==> config.mk <==
export PLATFORM = sky130hd
export DESIGN_NAME = morse_key_letter_decoder_core
export DESIGN_NICKNAME = d
export VERILOG_FILES = /design/src/hw/rtl/mkld_pkg.sv /design/src/hw/rtl/mkld_cfg.sv /design/src/hw/rtl/mkld_match.sv /design/src/hw/rtl/mkld_core.sv /design/src/hw/rtl/morse_key_letter_decoder_core.sv
export VERILOG_INCLUDE_DIRS = /design/src /design/src/hw/rtl
export SDC_FILE = /design/constraint.sdc
export NUM_CORES = 1
export LEC_CHECK = 0
export BUFFER_PORTS_ARGS = -buffer_cell sky130_fd_sc_hd__buf_2
export CORE_MARGIN = 2
export CORE_UTILIZATION = 36
export CTS_BUF_LIST = sky130_fd_sc_hd__clkbuf_4
export DETAILED_ROUTE_END_ITERATION = 8
export HOLD_SLACK_MARGIN = 0.05
export PLACE_DENSITY_LB_ADDON = 0.25
export SYNTH_ARGS = -nofsm -noshare
export SYNTH_HDL_FRONTEND = slang
export SYNTH_SLANG_ARGS = --single-unit
export TNS_END_PERCENT = 50
==> constraint.sdc <==
create_clock -name aclk -period 6.6 [get_ports aclk]
set_clock_uncertainty 0.05 [all_clocks]
set_input_delay 0.33 -clock aclk [delete_from_list [all_inputs] [get_ports aclk]]
set_output_delay 0.33 -clock aclk [all_outputs]
set_load 0.02 [all_outputs]
==> src/hw/rtl/morse_key_letter_decoder_core_macros.svh <==
// Assertion macros for the Morse key letter decoder.
`ifndef MORSE_KEY_LETTER_DECODER_CORE_MACROS_SVH
`define MORSE_KEY_LETTER_DECODER_CORE_MACROS_SVH

// The consequent must hold in the same cycle as the antecedent.
`define MKLD_ASSERT_SAME(label, clk, rst_n, ante, cons) \
    label: assert property (@(posedge clk) disable iff (!(rst_n)) (ante) |-> (cons)) \
        else $error("same-cycle check failed");

// The consequent must hold in the cycle after the antecedent.
`define MKLD_ASSERT_NEXT(label, clk, rst_n, ante, cons) \
    label: assert property (@(posedge clk) disable iff (!(rst_n)) (ante) |=> (cons)) \
        else $error("next-cycle check failed");

`endif

==> src/hw/rtl/mkld_pkg.sv <==
package mkld_pkg;

    localparam int MAX_SIGNS_DEF     = 9;
    localparam int TABLE_ENTRIES_DEF = 5;
    localparam int MAX_TABLE         = 5;
    localparam int DEBOUNCE_MS       = 25;

    localparam int PRESS_W    = 12;
    localparam int GAP_W      = 16;
    localparam int ENTRY_W    = 21;
    localparam int CHAR_W     = 8;
    localparam int LEN_W      = 4;
    localparam int PAT_W      = 9;
    localparam int LEN_LSB    = 8;
    localparam int PAT_LSB    = 12;
    localparam int CFG_IDX_W  = 3;
    localparam int CFG_DATA_W = 21;
    localparam int S_TDATA_W  = 8;
    localparam int M_TDATA_W  = 16;
    localparam int M_TUSER_W  = 3;

    localparam logic [PRESS_W-1:0] PRESS_SAT = '1;
    localparam logic [GAP_W-1:0]   GAP_SAT   = '1;

    localparam logic [CFG_IDX_W-1:0] REG_LONG_MIN = 3'd0;
    localparam logic [CFG_IDX_W-1:0] REG_LONG_MAX = 3'd1;
    localparam logic [CFG_IDX_W-1:0] REG_GAP      = 3'd2;
    localparam logic [CFG_IDX_W-1:0] REG_ENTRY_0  = 3'd3;

    localparam logic [PRESS_W-1:0] LONG_MIN_RESET = 12'd250;
    localparam logic [PRESS_W-1:0] LONG_MAX_RESET = 12'd1000;
    localparam logic [GAP_W-1:0]   GAP_RESET      = 16'd1000;

    typedef logic [ENTRY_W-1:0] entry_t;

    localparam entry_t ENTRY_RESET [MAX_TABLE] = '{
        21'd21603, 21'd617, 21'd8801, 21'd883, 21'd29551
    };

    typedef struct packed {
        logic [PRESS_W-1:0] long_min;
        logic [PRESS_W-1:0] long_max;
        logic [GAP_W-1:0]   gap;
    } timing_cfg_t;

    typedef struct packed {
        logic              found;
        logic [CHAR_W-1:0] letter_char;
    } match_t;

    typedef struct packed {
        logic              sign_valid;
        logic              sign_is_dash;
        logic [LEN_W-1:0]  sign_total;
        logic              letter_done;
        logic              letter_found;
        logic [CHAR_W-1:0] letter_char;
    } result_t;

endpackage

==> src/hw/rtl/mkld_cfg.sv <==
module mkld_cfg #(
    parameter int TABLE_ENTRIES = mkld_pkg::TABLE_ENTRIES_DEF
) (
    input  logic                            aclk,
    input  logic                            aresetn,
    input  logic                            cfg_valid,
    input  logic [mkld_pkg::CFG_IDX_W-1:0]  cfg_index,
    input  logic [mkld_pkg::CFG_DATA_W-1:0] cfg_data,
    output mkld_pkg::timing_cfg_t           timing,
    output mkld_pkg::entry_t                entries [TABLE_ENTRIES]
);
    import mkld_pkg::*;

    timing_cfg_t timing_reg;
    entry_t      entry_reg [TABLE_ENTRIES];

    always_ff @(posedge aclk) begin
        if (!aresetn) begin
            timing_reg.long_min <= LONG_MIN_RESET;
            timing_reg.long_max <= LONG_MAX_RESET;
            timing_reg.gap      <= GAP_RESET;
            for (int k = 0; k < TABLE_ENTRIES; k++) begin
                entry_reg[k] <= ENTRY_RESET[k];
            end
        end else if (cfg_valid) begin
            case (cfg_index)
                REG_LONG_MIN: timing_reg.long_min <= cfg_data[PRESS_W-1:0];
                REG_LONG_MAX: timing_reg.long_max <= cfg_data[PRESS_W-1:0];
                REG_GAP:      timing_reg.gap      <= cfg_data[GAP_W-1:0];
                default:      ;
            endcase
            for (int k = 0; k < TABLE_ENTRIES; k++) begin
                if (cfg_index == REG_ENTRY_0 + CFG_IDX_W'(k)) begin
                    entry_reg[k] <= cfg_data[ENTRY_W-1:0];
                end
            end
        end
    end

    assign timing  = timing_reg;
    assign entries = entry_reg;

endmodule

==> src/hw/rtl/mkld_match.sv <==
module mkld_match #(
    parameter int MAX_SIGNS     = mkld_pkg::MAX_SIGNS_DEF,
    parameter int TABLE_ENTRIES = mkld_pkg::TABLE_ENTRIES_DEF,
    parameter int CNT_W         = $clog2(MAX_SIGNS + 1)
) (
    input  logic [MAX_SIGNS-1:0] sign_bits,
    input  logic [CNT_W-1:0]     sign_count,
    input  mkld_pkg::entry_t     entries [TABLE_ENTRIES],
    output mkld_pkg::match_t     hit
);
    import mkld_pkg::*;

    localparam int CMP_W = (CNT_W > LEN_W) ? CNT_W : LEN_W;
    localparam int PE_W  = (MAX_SIGNS > PAT_W) ? MAX_SIGNS : PAT_W;

    logic [TABLE_ENTRIES-1:0] entry_hit;
    logic [CMP_W-1:0]         cnt_ext;
    logic [CMP_W-1:0]         len_ext;
    logic [PE_W-1:0]          pat_ext;

    assign cnt_ext = CMP_W'(sign_count);

    // Pattern bits beyond the table's nine count as dots.
    always_comb begin
        len_ext = '0;
        pat_ext = '0;
        for (int k = 0; k < TABLE_ENTRIES; k++) begin
            len_ext      = CMP_W'(entries[k][LEN_LSB +: LEN_W]);
            pat_ext      = PE_W'(entries[k][PAT_LSB +: PAT_W]);
            entry_hit[k] = (len_ext == cnt_ext);
            for (int i = 0; i < MAX_SIGNS; i++) begin
                if ((sign_count > CNT_W'(i)) && (pat_ext[i] != sign_bits[i])) begin
                    entry_hit[k] = 1'b0;
                end
            end
        end
    end

    // The lowest-numbered matching entry wins.
    always_comb begin
        hit = '0;
        for (int k = TABLE_ENTRIES - 1; k >= 0; k--) begin
            if (entry_hit[k]) begin
                hit.found       = 1'b1;
                hit.letter_char = entries[k][CHAR_W-1:0];
            end
        end
    end

endmodule

==> src/hw/rtl/mkld_core.sv <==
module mkld_core #(
    parameter int MAX_SIGNS     = mkld_pkg::MAX_SIGNS_DEF,
    parameter int TABLE_ENTRIES = mkld_pkg::TABLE_ENTRIES_DEF
) (
    input  logic                  aclk,
    input  logic                  aresetn,
    input  logic                  step,
    input  logic                  key_down,
    input  mkld_pkg::timing_cfg_t timing,
    input  mkld_pkg::entry_t      entries [TABLE_ENTRIES],
    output mkld_pkg::result_t     result
);
    import mkld_pkg::*;

    localparam int CNT_W  = $clog2(MAX_SIGNS + 1);
    localparam int CW_EXT = CNT_W + LEN_W;

    logic                 key_held_reg,   key_held_next;
    logic [PRESS_W-1:0]   press_reg,      press_next;
    logic [GAP_W-1:0]     gap_ticks_reg,  gap_ticks_next;
    logic                 gap_armed_reg,  gap_armed_next;
    logic [MAX_SIGNS-1:0] sign_bits_reg,  sign_bits_next;
    logic [CNT_W-1:0]     sign_count_reg, sign_count_next;

    logic              is_dot;
    logic              is_dash;
    logic              room;
    logic [GAP_W-1:0]  gap_inc;
    logic              gap_hit;
    logic [CW_EXT-1:0] count_ext;
    match_t            match;

    mkld_match #(
        .MAX_SIGNS     (MAX_SIGNS),
        .TABLE_ENTRIES (TABLE_ENTRIES),
        .CNT_W         (CNT_W)
    ) u_match (
        .sign_bits  (sign_bits_reg),
        .sign_count (sign_count_reg),
        .entries    (entries),
        .hit        (match)
    );

    assign is_dot  = (press_reg > PRESS_W'(DEBOUNCE_MS)) && (press_reg < timing.long_min);
    assign is_dash = !is_dot && (press_reg >= timing.long_min)
                     && (press_reg < timing.long_max);
    assign room    = sign_count_reg < CNT_W'(MAX_SIGNS);
    assign gap_inc = (gap_ticks_reg != GAP_SAT) ? gap_ticks_reg + 16'd1 : gap_ticks_reg;
    assign gap_hit = gap_inc >= timing.gap;

    always_comb begin
        key_held_next   = key_held_reg;
        press_next      = press_reg;
        gap_ticks_next  = gap_ticks_reg;
        gap_armed_next  = gap_armed_reg;
        sign_bits_next  = sign_bits_reg;
        sign_count_next = sign_count_reg;
        result          = '0;

        if (key_down) begin
            if (!key_held_reg) begin
                press_next     = PRESS_W'(1);
                gap_armed_next = 1'b0;
                gap_ticks_next = '0;
            end else if (press_reg != PRESS_SAT) begin
                press_next = press_reg + PRESS_W'(1);
            end
            key_held_next = 1'b1;
        end else if (key_held_reg) begin
            if ((is_dot || is_dash) && room) begin
                for (int i = 0; i < MAX_SIGNS; i++) begin
                    if (is_dash && (sign_count_reg == CNT_W'(i))) begin
                        sign_bits_next[i] = 1'b1;
                    end
                end
                sign_count_next     = sign_count_reg + CNT_W'(1);
                result.sign_valid   = 1'b1;
                result.sign_is_dash = is_dash;
            end
            key_held_next  = 1'b0;
            gap_armed_next = 1'b1;
            gap_ticks_next = '0;
        end else if (gap_armed_reg) begin
            gap_ticks_next = gap_inc;
            if (gap_hit) begin
                result.letter_done  = 1'b1;
                result.letter_found = match.found;
                result.letter_char  = match.letter_char;
                sign_bits_next      = '0;
                sign_count_next     = '0;
                gap_armed_next      = 1'b0;
                gap_ticks_next      = '0;
            end
        end

        count_ext         = CW_EXT'(sign_count_next);
        result.sign_total = count_ext[LEN_W-1:0];
    end

    always_ff @(posedge aclk) begin
        if (!aresetn) begin
            key_held_reg   <= 1'b0;
            press_reg      <= '0;
            gap_ticks_reg  <= '0;
            gap_armed_reg  <= 1'b0;
            sign_bits_reg  <= '0;
            sign_count_reg <= '0;
        end else if (step) begin
            key_held_reg   <= key_held_next;
            press_reg      <= press_next;
            gap_ticks_reg  <= gap_ticks_next;
            gap_armed_reg  <= gap_armed_next;
            sign_bits_reg  <= sign_bits_next;
            sign_count_reg <= sign_count_next;
        end
    end

endmodule

==> src/hw/rtl/morse_key_letter_decoder_core.sv <==
// Channel   Direction  Handshake          Payload
// s_        in         s_tvalid/s_tready  one key sample per transfer
// m_        out        m_tvalid/m_tready  one result per accepted sample
// cfg_      in         cfg_valid/cfg_ready register write, always ready
//
// Each sample passes an input register and then a result register before
// its result appears; one sample is taken in every cycle unless m_tready
// stalls the output; the press and gap counters' update sets the rate.
// Synchronous active-low reset clears the counters and the pattern and
// restores the register defaults. When m_tready is low the result holds,
// one further sample waits in the input register, and then s_tready falls.

`include "morse_key_letter_decoder_core_macros.svh"

module morse_key_letter_decoder_core #(
    parameter int MAX_SIGNS     = mkld_pkg::MAX_SIGNS_DEF,
    parameter int TABLE_ENTRIES = mkld_pkg::TABLE_ENTRIES_DEF
) (
    input  logic                            aclk,
    input  logic                            aresetn,
    input  logic                            s_tvalid,
    output logic                            s_tready,
    // s_tdata: key_down [0], zero [7:1]
    input  logic [mkld_pkg::S_TDATA_W-1:0]  s_tdata,
    output logic                            m_tvalid,
    input  logic                            m_tready,
    // m_tdata: sign_total [3:0], letter_char [11:4], zero [15:12]
    output logic [mkld_pkg::M_TDATA_W-1:0]  m_tdata,
    // m_tlast: letter_done
    output logic                            m_tlast,
    // m_tuser: sign_valid [0], sign_is_dash [1], letter_found [2]
    output logic [mkld_pkg::M_TUSER_W-1:0]  m_tuser,
    input  logic                            cfg_valid,
    output logic                            cfg_ready,
    input  logic [mkld_pkg::CFG_IDX_W-1:0]  cfg_index,
    input  logic [mkld_pkg::CFG_DATA_W-1:0] cfg_data
);
    import mkld_pkg::*;

    timing_cfg_t timing;
    entry_t      entries [TABLE_ENTRIES];
    result_t     result;
    result_t     out_reg;
    logic        in_valid_reg;
    logic        in_key_reg;
    logic        out_valid_reg;
    logic        out_free;
    logic        step;

    mkld_cfg #(
        .TABLE_ENTRIES (TABLE_ENTRIES)
    ) u_cfg (
        .aclk      (aclk),
        .aresetn   (aresetn),
        .cfg_valid (cfg_valid & cfg_ready),
        .cfg_index (cfg_index),
        .cfg_data  (cfg_data),
        .timing    (timing),
        .entries   (entries)
    );

    mkld_core #(
        .MAX_SIGNS     (MAX_SIGNS),
        .TABLE_ENTRIES (TABLE_ENTRIES)
    ) u_core (
        .aclk     (aclk),
        .aresetn  (aresetn),
        .step     (step),
        .key_down (in_key_reg),
        .timing   (timing),
        .entries  (entries),
        .result   (result)
    );

    assign cfg_ready = 1'b1;
    assign out_free  = !out_valid_reg || m_tready;
    assign step      = in_valid_reg && out_free;
    assign s_tready  = !in_valid_reg || out_free;

    always_ff @(posedge aclk) begin
        if (!aresetn) begin
            in_valid_reg  <= 1'b0;
            out_valid_reg <= 1'b0;
        end else begin
            if (s_tready) begin
                in_valid_reg <= s_tvalid;
            end
            if (out_free) begin
                out_valid_reg <= in_valid_reg;
            end
        end
    end

    always_ff @(posedge aclk) begin
        if (s_tvalid && s_tready) begin
            in_key_reg <= s_tdata[0];
        end
        if (step) begin
            out_reg <= result;
        end
    end

    assign m_tvalid = out_valid_reg;
    assign m_tdata  = {4'b0000, out_reg.letter_char, out_reg.sign_total};
    assign m_tlast  = out_reg.letter_done;
    assign m_tuser  = {out_reg.letter_found, out_reg.sign_is_dash, out_reg.sign_valid};

    `MKLD_ASSERT_SAME(a_sign_not_letter, aclk, aresetn,
        m_tvalid && m_tuser[0], !m_tlast)
    `MKLD_ASSERT_SAME(a_found_needs_done, aclk, aresetn,
        m_tvalid && !m_tlast, (m_tuser[2] == 1'b0) && (m_tdata[11:4] == 8'd0))
    `MKLD_ASSERT_SAME(a_letter_clears_count, aclk, aresetn,
        m_tvalid && m_tlast, m_tdata[3:0] == 4'd0)
    `MKLD_ASSERT_NEXT(a_held_sample_kept, aclk, aresetn,
        in_valid_reg && !out_free, in_valid_reg && $stable(in_key_reg))

endmodule
# After elaboration in Yosys (flattened, before gate mapping)

Index checks and enable logic that the tools add are counted.
Widths: inputs -> output; s select.

Logic and storage cells: 312
Input bits: 37
Bits in registers: 207

Eq/ne operators: 79
Add/sub/neg operators: 3
Reductions and logical operators: 95
Bitwise gates (word level): 5
Magnitude comparators: 15
Multiplexer cells: 84

Operators by type and width:

| cell                  | count |
|---|---|
| $mux 16               | 6 |
| $mux 9                | 9 |
| $logic_and 1x1->1     | 60 |
| $mux 1                | 60 |
| $reduce_and 6->1      | 9 |
| $ne 1x1->1            | 45 |
| $lt 12x12->1          | 2 |
| $mux 12               | 2 |
| $ne 2x2->1 const B    | 12 |
| $eq 4x4->1            | 5 |
| $mux 4                | 5 |
| $reduce_and 2->1      | 9 |
| $add 16x1->16 const B | 1 |
| $eq 4x3->1 const B    | 4 |
| $ge 16x16->1          | 1 |
| $gt 4x3->1 const B    | 4 |
| $ne 16x16->1 const B  | 1 |
| $add 12x1->12 const B | 1 |
| $eq 3x3->1 const B    | 4 |
| $ge 12x12->1          | 1 |
| $gt 12x5->1 const B   | 1 |
| $ne 12x12->1 const B  | 1 |
| $mux 10               | 1 |
| $eq 4x2->1 const B    | 2 |
| 21 further kinds      | 35 |

# Logic depth before layout (Yosys ltp)

Word-level depth: 17
Depth in mapped cells: 16
Gate-level depth less buffers: 14

# By module

From an unflattened synthesis, not the netlist that was laid out.

Cell total of the unflattened synthesis: 1204
Area total of the unflattened synthesis: 11190.7 um^2

Modules (own cells, without submodules):

| module                        | instances | area each (um^2) | cells each | sequential area each (um^2) |
|---|---|---|---|---|
| mkld_cfg                      | 1         | 5496.5           | 520        | 2902.8 |
| mkld_core                     | 1         | 3479.6           | 438        | 860.8 |
| mkld_match                    | 1         | 1555.2           | 213        | 0.0 |
| morse_key_letter_decoder_core | 1         | 659.4            | 33         | 550.5 |

# Least setup slack after synthesis

Ideal clock, no wire load.

Path kind: register -> register
Start: register u_core.gap_ticks_reg[4]
End: register u_core.gap_ticks_reg[6]
Arrival: 3.618 ns
Slack: 2.854 ns
Library setup time: 0.078 ns
Cell stages (with the launch flop): 16
Data required time: 6.472 ns
Buffers on the path: 2
Period minus slack after synthesis: 3.746 ns
Cell sequence: dfxtp_1 nand4_1 nor4_2 nand4_1 clkbuf_1 and4_1 xor2_1 ha_1 a22o_1 nor4_1 o21a_1 o21ai_0 nor3_2 clkbuf_1 a21oi_1 nor3_1

Word-level cells in the longest chain between the ends: 7
Elaborated cells between the ends (all ways): 8
Classes of those cells: add/sub: 1; order compare: 1; eq/ne: 1; mux: 5

RTL lines:

| item                                          | line             | source |
|---|---|---|
| start: declaration                            | mkld_core.sv:20  | `logic [GAP_W-1:0] gap_ticks_reg, gap_ticks_next;` |
| start signal: assignment                      | mkld_core.sv:111 | `gap_ticks_reg <= gap_ticks_next;` |
| $add 16x1->16 or $ne 16x16->1 (tied branches) | mkld_core.sv:48  | `assign gap_inc = (gap_ticks_reg != GAP_SAT) ? gap_ticks_reg + 16'd1 : gap_ticks_reg;` |
| $mux 16 (*)                                   | mkld_core.sv:48  |  |
| $ge 16x16->1                                  | mkld_core.sv:49  | `assign gap_hit = gap_inc >= timing.gap;` |
| $mux 16 (*)                                   | mkld_core.sv:85  | `if (gap_hit) begin` |
| $mux 16 (*)                                   | mkld_core.sv:83  | `end else if (gap_armed_reg) begin` |
| $mux 16 (*)                                   | mkld_core.sv:69  | `end else if (key_held_reg) begin` |
| $mux 16 (*)                                   | mkld_core.sv:60  | `if (key_down) begin` |

Every way passes the cells marked *; elsewhere a longest branch is shown, timed or not. The select of a mux whose other input is x is not followed.
A chain may end at the register's enable or synchronous reset.

# Worst setup path in the final report

Start: register u_core.gap_ticks_reg[6]
End: register out_reg (netlist bit m_tdata[10]) (data pin)

Word-level cells in the longest chain between the ends: 5
Elaborated cells between the ends (all ways): 6
Classes of those cells: add/sub: 1; order compare: 1; eq/ne: 1; mux: 1; bitwise: 1; reduce/logical: 1

RTL lines:

| item                                          | line                                | source |
|---|---|---|
| $add 16x1->16 or $ne 16x16->1 (tied branches) | mkld_core.sv:48                     |  |
| $mux 16 (*)                                   | mkld_core.sv:48                     |  |
| $ge 16x16->1 (*)                              | mkld_core.sv:49                     |  |
| $not 1->1 (no line) (*)                       | n/a                                 |  |
| $reduce_or 4->1 (no line) (*)                 | n/a                                 |  |
| end signal: assignment                        | morse_key_letter_decoder_core.sv:99 | `out_reg <= result;` |
| end: declaration                              | morse_key_letter_decoder_core.sv:43 | `result_t out_reg;` |

Every way passes the cells marked *; elsewhere a longest branch is shown, timed or not.

==> flow_summary_export.csv <==
group,metric,value,unit
outcome,outcome,"complete, no violations",
route,drtIter0Drc,571,
clock_tree,post_cts_buffers,0,
layout,fin_cells,1797,
critical_path,crit_type,"flop to flop",
min_path,hold_path_class,"input port to flop",
synthesis,syn_inst,1301,
synthesis,yosysSeqAreaShare,41.3,%
place,postPlaceCellArea,0.0109,mm²
floorplan,start_util,36.5,%
synthesis,yosysWarnings,0,
place,dp_hpwl,19.6,mm
critical_path,cp_slowest_stage_delay,820,ps
grt,antenna_found_initial,5,
synthesis,ys_ff_latch,207,
route,wirelength,29.5,mm
critical_path,crit_required,7090,ps
synthesis,synth_area_leaders,"dfxtp_1, nand2_1, a21oi_1",
timing,finalSetupTns,0,ps
synthesis,avgSynthCellArea,8.03,µm²
clock_tree,holdBufCountCts,25,
grt,grt_pass1_wl,47.6,mm
floorplan,die_w,174,µm
pwr,power.leakage,0.00469,µW
grt,grt_max_degree,93,
synthesis,synth_edf_count,17,
pwr,ir_worst_vdd,0.0866,mV
route,drcViolationCount,0,
clock_tree,cts_tree,"built",
timing,min_period_over_period,76.2,%
synthesis,synth_common_cells,"nand2_1, dfxtp_1, a21oi_1, nor2_1, clkbuf_1",
synthesis,yosysMostFrequentCell,"nand2_1",
floorplan,dieHeight,174,µm
pwr,totalPowerFinal,2700,µW
timing,rsz0062_at_grt,"no",
synthesis,synth_top_area_share,36.4,%
critical_path,worst-path-max-fanout,11,
place,gp_congestion,0.842,
timing,hold_violations,0,
synthesis,synth_area,0.0104,mm²
synthesis,synth_flop_cell,"dfxtp_1",
layout,final_area,0.0119,mm²
pwr,powerDensity,227,mW/mm²
grt,grt_pass1_vias,8937,
synthesis,synthArstFlopShare,0,%
critical_path,worstPathArrival,5520,ps
clock_tree,cts_made_buffers,57,
grt,grt_usage,19.5,%
grt,overflow,0,
route,routed_via_density,5.10,
synthesis,synth_top_area_cell,"dfxtp_1",
layout,nets,1444,
timing,min_period,5030,ps
clock_tree,clk_latency,720,ps
place,portBuffers,47,
timing,finalSetupViolCount,0,
layout,drive_gt1_share,12.5,%
floorplan,pin_count,60,
route,avgRoutedWirePerCell,16.4,µm
layout,largest_reg_flops,105,
timing,fmax,0.199,GHz
critical_path,cp-start-kind,"flop",
clock_tree,cts_root_buf,"clkbuf_4",
timing,worst_pin_slew,1210,ps
clock_tree,h-tree-depth,2,
critical_path,cp_slowest_cell,"nor2_1",
route,drtAntennaViolNets,0,
place,dp_cells,1660,
route,drt-pass1-iter-count,5,
floorplan,design.die.area,0.0304,mm²
clock_tree,clockBufferDepth,3,
floorplan,rows,62,
floorplan,core_area,0.0286,mm²
flow_run,maxCapViolations,0,
layout,syn2layout_area_growth,14.1,%
clock_tree,clock-sinks,207,
synthesis,ys_types,73,
critical_path,path_cells,"nand4_1 > nor4_2 > nand4_1 > and3_1 > and4_1 > xor2_1 > ha_1 > o211ai_1 > a2111o_1 > nor2_1 > a21oi_1 > nor2_1 > o311a_1 > a31o_1",
timing,drv_slew,0,
clock_tree,clkTransAtPathRegs,70,ps
clock_tree,ctsResizeCount,0,
timing,max_slew_margin,18.9,%
route,vias,9158,
critical_path,crit_path_end_kind,"flop",
==> critical path: cells and delay by family, from the launching register on <==
family                     cells  cell delay (ps)
and+or+nand+nor                7             2840
AOI/OAI and AO/OA              5             1120
DFF                            1              430
adders and majority gates      1              270
xor gates and xnor gates       1              160
==> layout make-up <==
class	count	area [µm²]
diodes	5	12.5
clock buffers	89	668
clock inverters	18	103
fillers	2950	16700
inverters	57	215
multi-input cells	952	5540
flip-flops and latches	207	4310
well taps	384	480
repair buffers	85	583
==> power by group <==
part / switching [µW] / internal, µW
logic: 119 / 58.3
clock network: 564 / 652
registers: 16.9 / 1290
total: 700 / 2000
==> stage by stage <==
stage | util (%) | hold slack [ps] | setup WS (ps)
after floorplan | - | 379 | 2850
after CTS | 41.6 | 125 | 1540
final | 41.6 | 177 | 1570
after detailed placement | 38.0 | 398 | 1580
after global placement | 38.0 | 392 | 1620
after global routing | 41.6 | 166 | 1160
==> layer usage <==
layer | global-route usage (%) | up-vias | part of all wire, %
li1 | - | 4626 | -
met1 | 25.1 | 4282 | 46
met2 | 32.9 | 198 | 47
met3 | 4.05 | 52 | 5.2
met4 | 5.36 | 0 | 1.9
met5 | 0 | - | 0
==> worst paths after layout <==
| kind | from | endpoint | slack (ps) | depth (start not counted) |
|---|---|---|---|---|
| setup / recovery | u_core.gap_ticks_reg[6]$_SDFFE_PN0P_ | m_tdata[10]$_SDFFCE_PP0P_ | 1570 | 14 |
| hold / removal | cfg_index[2] | u_cfg.entries[33]$_SDFFE_PN0P_ | 180 | 5 |
| setup reg to reg | u_core.gap_ticks_reg[6]$_SDFFE_PN0P_ | m_tdata[10]$_SDFFCE_PP0P_ | 1570 | 14 |
| hold reg to reg | u_cfg.entries[46]$_SDFFE_PN0P_ | u_cfg.entries[46]$_SDFFE_PN0P_ | 400 | 2 |
==> cell families (layout without fill, tap and decap cells) <==
group / after synthesis / in the layout / share of synthesized area [%]
adders and majority gates: 47 / 47 / 5.63
muxes: 3 / 3 / 0.300
and+or+nand+nor: 531 / 531 / 22.4
AOI/OAI and AO/OA: 285 / 285 / 17.6
DFF: 207 / 207 / 41.3
other: 2 / 10 / 0.0719
xor gates and xnor gates: 81 / 81 / 6.79
buffers and inverters: 145 / 249 / 5.86
==> cells in the final DEF, fill, tap and decap left out, drive strengths merged, types with 5 or more instances in the layout <==
cell         count
diode            5
o2111ai          5
clkbuf          89
buf             60
a21oi          130
a32o             7
o22ai            6
o221ai           6
xor2            37
a22oi            9
inv             56
nor4            12
xnor2           44
nor2b            8
ha              47
nand2          326
dlygate4sd3     25
conb             5
o211ai          36
nand4           16
clkinv          17
edfxtp          17
nand2b           9
o21ai           31
dfxtp          190
and4             7
and3             9
nor3            18
nand3           48
a211oi          10
nor2            66
o21bai           5
No activity file was read; power rests on OpenSTA's default activity.
